==> src/fbgray_pkg.sv <==
// ----------------------------------------------------------------------------
// fbgray_pkg
// Shared types, sizes and codes of the frame buffer flip/split/gray engine.
// ----------------------------------------------------------------------------
package fbgray_pkg;

    localparam int MAX_WIDTH    = 256;
    localparam int MAX_HEIGHT   = 256;
    localparam int CHANNEL_BITS = 8;

    localparam int DEPTH     = MAX_WIDTH * MAX_HEIGHT;
    localparam int ADDR_BITS = $clog2(DEPTH);
    localparam int LC_BITS   = $clog2(DEPTH + 1);
    localparam int COL_BITS  = $clog2(MAX_WIDTH);
    localparam int ROW_BITS  = $clog2(MAX_HEIGHT);
    localparam int W_BITS    = $clog2(MAX_WIDTH + 1);
    localparam int H_BITS    = $clog2(MAX_HEIGHT + 1);
    localparam int SUM_BITS  = CHANNEL_BITS + 2;

    // floor(x / 3) for x < 3 * 2**CHANNEL_BITS as (x * GRAY_MUL) >> GRAY_SHIFT
    localparam int GRAY_SHIFT = CHANNEL_BITS + 3;
    localparam int GRAY_MUL   = (2 ** GRAY_SHIFT) / 3 + 1;

    localparam int CFG_BITS     = 9;
    localparam int CFG_IDX_BITS = 2;

    localparam logic [CFG_IDX_BITS-1:0] CFG_WIDTH  = 2'd0;
    localparam logic [CFG_IDX_BITS-1:0] CFG_HEIGHT = 2'd1;
    localparam logic [CFG_IDX_BITS-1:0] CFG_MODE   = 2'd2;

    localparam logic [2:0] MODE_GRAY     = 3'd1;
    localparam logic [2:0] MODE_MIRROR_H = 3'd2;
    localparam logic [2:0] MODE_MIRROR_V = 3'd3;
    localparam logic [2:0] MODE_SPLIT_LR = 3'd4;
    localparam logic [2:0] MODE_SPLIT_TB = 3'd5;

    localparam logic OP_LOAD  = 1'b0;
    localparam logic OP_FETCH = 1'b1;

    typedef struct packed {
        logic       opcode;
        logic [7:0] red_in;
        logic [7:0] green_in;
        logic [7:0] blue_in;
    } in_item_t;

    typedef struct packed {
        logic [7:0] red_out;
        logic [7:0] green_out;
        logic [7:0] blue_out;
        logic       part_index;
        logic       last_in_part;
        logic       past_end;
    } out_item_t;

    typedef struct packed {
        logic [CHANNEL_BITS-1:0] r;
        logic [CHANNEL_BITS-1:0] g;
        logic [CHANNEL_BITS-1:0] b;
    } pix_t;

    typedef enum logic [2:0] {
        ST_IDLE,
        ST_LOAD,
        ST_POS,
        ST_ADDR,
        ST_READ,
        ST_SUM,
        ST_OUT
    } state_t;

    typedef struct packed {
        logic capture;
        logic load_write;
        logic pos_step;
        logic addr_step;
        logic read_step;
        logic sum_step;
        logic out_load;
    } cmd_t;

endpackage

==> src/fbgray_ctrl.sv <==
// ----------------------------------------------------------------------------
// fbgray_ctrl
// Sequencer: accepts items, steps the datapath, owns the result valid flag.
// ----------------------------------------------------------------------------
module fbgray_ctrl (
    input  logic               aclk,
    input  logic               aresetn,
    input  logic               s_valid,
    output logic               s_ready,
    input  logic               opcode,
    output logic               m_valid,
    input  logic               m_ready,
    output fbgray_pkg::cmd_t   cmd
);

    fbgray_pkg::state_t state_reg, state_next;
    logic               m_valid_reg, m_valid_next;
    logic               out_free;

    assign out_free = !m_valid_reg || m_ready;
    assign s_ready  = (state_reg == fbgray_pkg::ST_IDLE);
    assign m_valid  = m_valid_reg;

    always_ff @(posedge aclk) begin
        if (!aresetn) begin
            state_reg   <= fbgray_pkg::ST_IDLE;
            m_valid_reg <= 1'b0;
        end else begin
            state_reg   <= state_next;
            m_valid_reg <= m_valid_next;
        end
    end

    always_comb begin
        state_next   = state_reg;
        m_valid_next = m_valid_reg && !m_ready;
        cmd          = '0;
        unique case (state_reg)
            fbgray_pkg::ST_IDLE: begin
                if (s_valid) begin
                    cmd.capture = 1'b1;
                    state_next  = (opcode == fbgray_pkg::OP_FETCH) ?
                                  fbgray_pkg::ST_POS : fbgray_pkg::ST_LOAD;
                end
            end
            fbgray_pkg::ST_LOAD: begin
                cmd.load_write = 1'b1;
                state_next     = fbgray_pkg::ST_IDLE;
            end
            fbgray_pkg::ST_POS: begin
                cmd.pos_step = 1'b1;
                state_next   = fbgray_pkg::ST_ADDR;
            end
            fbgray_pkg::ST_ADDR: begin
                cmd.addr_step = 1'b1;
                state_next    = fbgray_pkg::ST_READ;
            end
            fbgray_pkg::ST_READ: begin
                cmd.read_step = 1'b1;
                state_next    = fbgray_pkg::ST_SUM;
            end
            fbgray_pkg::ST_SUM: begin
                cmd.sum_step = 1'b1;
                state_next   = fbgray_pkg::ST_OUT;
            end
            fbgray_pkg::ST_OUT: begin
                if (out_free) begin
                    cmd.out_load = 1'b1;
                    m_valid_next = 1'b1;
                    state_next   = fbgray_pkg::ST_IDLE;
                end
            end
            default: begin
                state_next = fbgray_pkg::ST_IDLE;
            end
        endcase
    end

endmodule

==> config.mk <==
export PLATFORM = sky130hd
export DESIGN_NAME = fbgray_ctrl
export DESIGN_NICKNAME = d
export VERILOG_FILES = /design/src/fbgray_pkg.sv /design/src/fbgray_ctrl.sv
export SDC_FILE = /design/constraint.sdc
export NUM_CORES = 1
export LEC_CHECK = 0
export BUFFER_PORTS_ARGS = -buffer_cell sky130_fd_sc_hd__buf_2
export CAP_MARGIN = 20
export CORE_AREA = 2 2 39 41
export CTS_BUF_LIST = sky130_fd_sc_hd__clkbuf_8
export DETAILED_ROUTE_END_ITERATION = 7
export DIE_AREA = 0 0 41 43
export GPL_TIMING_DRIVEN = 0
export SLEW_MARGIN = 25
export SYNTH_ARGS = -nofsm -noshare
export SYNTH_HDL_FRONTEND = slang
export SYNTH_SLANG_ARGS = --single-unit
==> constraint.sdc <==
create_clock -name aclk -period 1.4 [get_ports aclk]
set_input_delay 0 -clock aclk [delete_from_list [all_inputs] [get_ports aclk]]
set_output_delay 0 -clock aclk [all_outputs]
set_load 0.03 [all_outputs]
==> results.rst <==
.. list-table::
   :header-rows: 1

   * - Metric
     - Value
   * - Outcome
     - finished, final reports clean
   * - Worst VDD drop
     - 583.2 uV
   * - Overall routing resource usage
     - 9.648%
   * - Via Count
     - 320
   * - Final net count
     - 63
   * - Fmax
     - 0.7540 GHz
   * - Final setup fails
     - 0
   * - Number of core rows
     - 14
   * - Path category of the worst min-delay check
     - in2reg
   * - Number of distinct standard cells referenced by the synthesized netlist
     - 23
   * - Share of the yosys chip area belonging to registers
     - 24.06%
   * - Average via count per standard cell
     - between 4 and 5
   * - Cell family contributing the most delay on the critical path
     - flip-flops
   * - Max Clock Skew
     - 0.0008245 ns
   * - Max Transition Viols Final
     - 0
   * - First-pass GRT wire length
     - ~1100 um
   * - TritonCTS Buffers
     - 3
   * - Sum of routed wire length over all layers
     - 709 um
   * - Maximum number of pins on one net before global-route repair
     - 11
   * - Largest stage delay on the critical path
     - 0.32 ns
   * - TritonCTS clock tree
     - built
   * - Die Y-Extent
     - 43 um
   * - Length in cells of the worst reg-to-reg path
     - 6
   * - Initial cell density of the core
     - 24.05%
   * - Leakage dissipation
     - 0.0002305 uW
   * - Worst hold slack
     - 0.02685 ns
   * - Number of iterations in the first detailed-routing pass
     - 4
   * - Post-CTS Hold Fix Bufs
     - 0
   * - Most used cells in the layout excluding fill and tap cells
     - sky130_fd_sc_hd__buf_2 (13), sky130_fd_sc_hd__inv_1 (4), sky130_fd_sc_hd__nor3b_1 (4), sky130_fd_sc_hd__dfxtp_1 (4)
   * - Clk pin slew, worst setup/hold paths
     - 0.03 ns
   * - Initial antenna violation count
     - 0
   * - Worst-path maximum fanout
     - 6
   * - Dpl hpwl
     - 522.9 um
   * - Number of buffer cells added on primary ports
     - 13
   * - Ordered list of cells on the worst path
     - buf_6, inv_1, ha_1, nand3b_1, a21oi_2, o21a_1
   * - Fraction of the cycle the final worst path needs
     - 94.73%
   * - Fill cell total of the finished layout
     - about 150
   * - Number of standard cells after synthesis
     - 37
   * - Max FFs per register
     - 3
   * - Crit. End Element
     - flip-flop
   * - Synth Area per Inst
     - 8.995 sq um
   * - Count of cell instances traversed by the critical path
     - 6
   * - Signed area change from the synthesized netlist to the final layout
     - 43.61%
   * - Slowest cell on crit path
     - sky130_fd_sc_hd__dfxtp_1
   * - Worst hold path cell count
     - 2
   * - Critical R2R Launch
     - state_reg[1]$_SDFFE_PN0P_
   * - Iter 0 DRT Violations
     - 4
   * - Diode count
     - 0
   * - Normalized max-slew margin
     - ~82%
   * - Placement Setup Slack
     - 0.03057 ns
   * - Post-route worst setup slack
     - 0.07375 ns
   * - Worst Path Required
     - 1.56 ns
   * - Power density normalized to cell area
     - 951.2 mW/mm^2
   * - Number of violations of the max-capacitance limit
     - 0
   * - Final Hold Viols
     - 0
   * - Number of DRC violations after detailed routing
     - 0
   * - Total die area
     - 0.001763 sq mm
   * - Storage cell area
     - 80.08 sq um
   * - Actual transition at the worst max-transition pin
     - 0.2604 ns
   * - Critical Setup Path Class
     - reg2reg
   * - Clock net sink count
     - 4
   * - GR Overflow Total
     - 0
   * - Number of routed nets with antenna violations
     - 0
   * - Maximum buffer depth of the clock tree
     - 2
   * - Final setup TNS
     - 0 ns
   * - Routability cong.
     - 0.6858
   * - Unrepaired setup endpoints after global routing
     - no
   * - Footprint of the multi-input gates
     - 211.5 sq um
   * - Horizontal die dimension
     - a little over 40 um
   * - Worst Path Buf+Inv
     - 2
   * - Worst reg-to-reg setup slack
     - 0.07 ns
   * - H-tree levels
     - 1
   * - Top-level port count
     - 14
   * - Core Region
     - 0.001384 sq mm
   * - Netlist Area Pre-Place
     - 332.8 sq um
   * - Layout cell share with drive strength beyond 1
     - approximately 53%
   * - Synthesized net count
     - 43
   * - Master cell of the clock root buffer
     - sky130_fd_sc_hd__clkbuf_8
   * - Average wire per standard cell
     - 9.986 um
   * - Capture instance of the worst register-to-register path
     - state_reg[2]$_SDFFE_PN0P_
   * - End of the worst hold path
     - state_reg[2]$_SDFFE_PN0P_
   * - Arrival @ worst endpoint
     - 1.48 ns
   * - Clock insertion delay at the later pin of the skew report
     - 0.21 ns
   * - Total number of yosys warnings
     - 0
   * - Type of origin of the critical path
     - flip-flop
   * - Most common cell after layout, fill and taps aside
     - sky130_fd_sc_hd__buf_2
   * - Via count of the first global-routing pass
     - 286
   * - Critical hold path startpoint
     - aresetn
   * - Register bit count reported by yosys
     - 4
   * - Final worst path period need
     - 1.326 ns
-- layer usage --
| metal | part of all wire [%] | vias to the layer above | global-route usage [%] | wire [um] |
|---|---|---|---|---|
| met5 | 0 | - | 0 | 0 |
| met4 | 0.56 | 0 | 8.000 | 4 |
| li1 | - | 168 | - | - |
| met1 | 45 | 140 | 11.61 | 318 |
| met2 | 47 | 10 | 13.13 | 334 |
| met3 | 7.3 | 2 | 3.141 | 52 |
-- where the power goes --
group	leakage [uW]	internal, uW	switching, uW	total, uW
clock	0.0000216	183	56.7	240
combinational	0.000176	41.4	53.0	94.4
sequential	0.0000325	118	2.05	121
total	0.000231	343	112	455
-- cell type report --
class	instances	share of cell area [%]
Multi-Input combinational cell	26	44.24
Sequential cell	4	16.75
Clock buffer	3	8.639
Timing Repair Buffer	15	16.75
Inverter	4	3.141
Buffer	3	6.283
Tap cell	16	4.188
-- cell usage after synthesis, drive strengths merged --
cell | number | area share (%)
a211o | 1 | 3.0
a21oi | 3 | 4.5
and2 | 1 | 2.3
and3b | 1 | 3.0
buf | 3 | 9.0
dfxtp | 4 | 24
ha | 1 | 3.8
inv | 4 | 4.5
mux2i | 1 | 3.0
nand3b | 2 | 4.5
nand4bb | 1 | 3.4
nor2 | 1 | 1.1
nor2b | 1 | 1.9
nor3 | 3 | 7.9
nor3b | 4 | 9.0
o21a | 1 | 2.3
o31ai | 1 | 3.8
o32ai | 1 | 2.6
or2 | 1 | 1.9
or2b | 1 | 2.6
or3 | 1 | 1.9
-- how the worst max path moves through the flow --
stage                              startpoint                   endpoint  slack, ns
global placement    state_reg[1]$_SDFFE_PN0P_  state_reg[2]$_SDFFE_PN0P_       0.06
detailed placement  state_reg[1]$_SDFFE_PN0P_  state_reg[2]$_SDFFE_PN0P_       0.03
finish              state_reg[1]$_SDFFE_PN0P_  state_reg[2]$_SDFFE_PN0P_       0.07
floorplan                  m_valid$_SDFF_PN0_  state_reg[1]$_SDFFE_PN0P_       0.08
CTS                 state_reg[1]$_SDFFE_PN0P_  state_reg[2]$_SDFFE_PN0P_       0.03
global route        state_reg[1]$_SDFFE_PN0P_  state_reg[2]$_SDFFE_PN0P_      0.001
-- kinds of logic (layout without fill, tap and decap cells) --
kind of cell	after synthesis	in the layout	synth area share, %
AND/OR/NAND/NOR	17	17	39.48
AO/OA/AOI/OAI	7	7	16.16
buffers and inverters	7	25	13.53
flip-flops	4	4	24.06
adder cells (fa/ha/maj)	1	1	3.759
multiplexers	1	1	3.008
-- metrics by stage --
stage / instance area [sq um] / utilization (%) / cells / total power (uW)
final: 478.0 / 34.54 / 71 / 454.6
after global routing: 478.0 / 34.54 / 71 / 477.1
after CTS: 459.2 / 33.18 / 69 / 460.7
after detailed placement: 417.9 / 30.20 / 66 / 212.3
after global placement: 417.9 / 30.20 / 66 / 211.3
after floorplan: 332.8 / - / 37 / 189.9
-- what timing repair did --
item,in CTS,in global routing
buffers inserted,0,2
gates resized for setup,0,1
setup endpoints to repair,0,3
(Power assumes the default switching activity.)
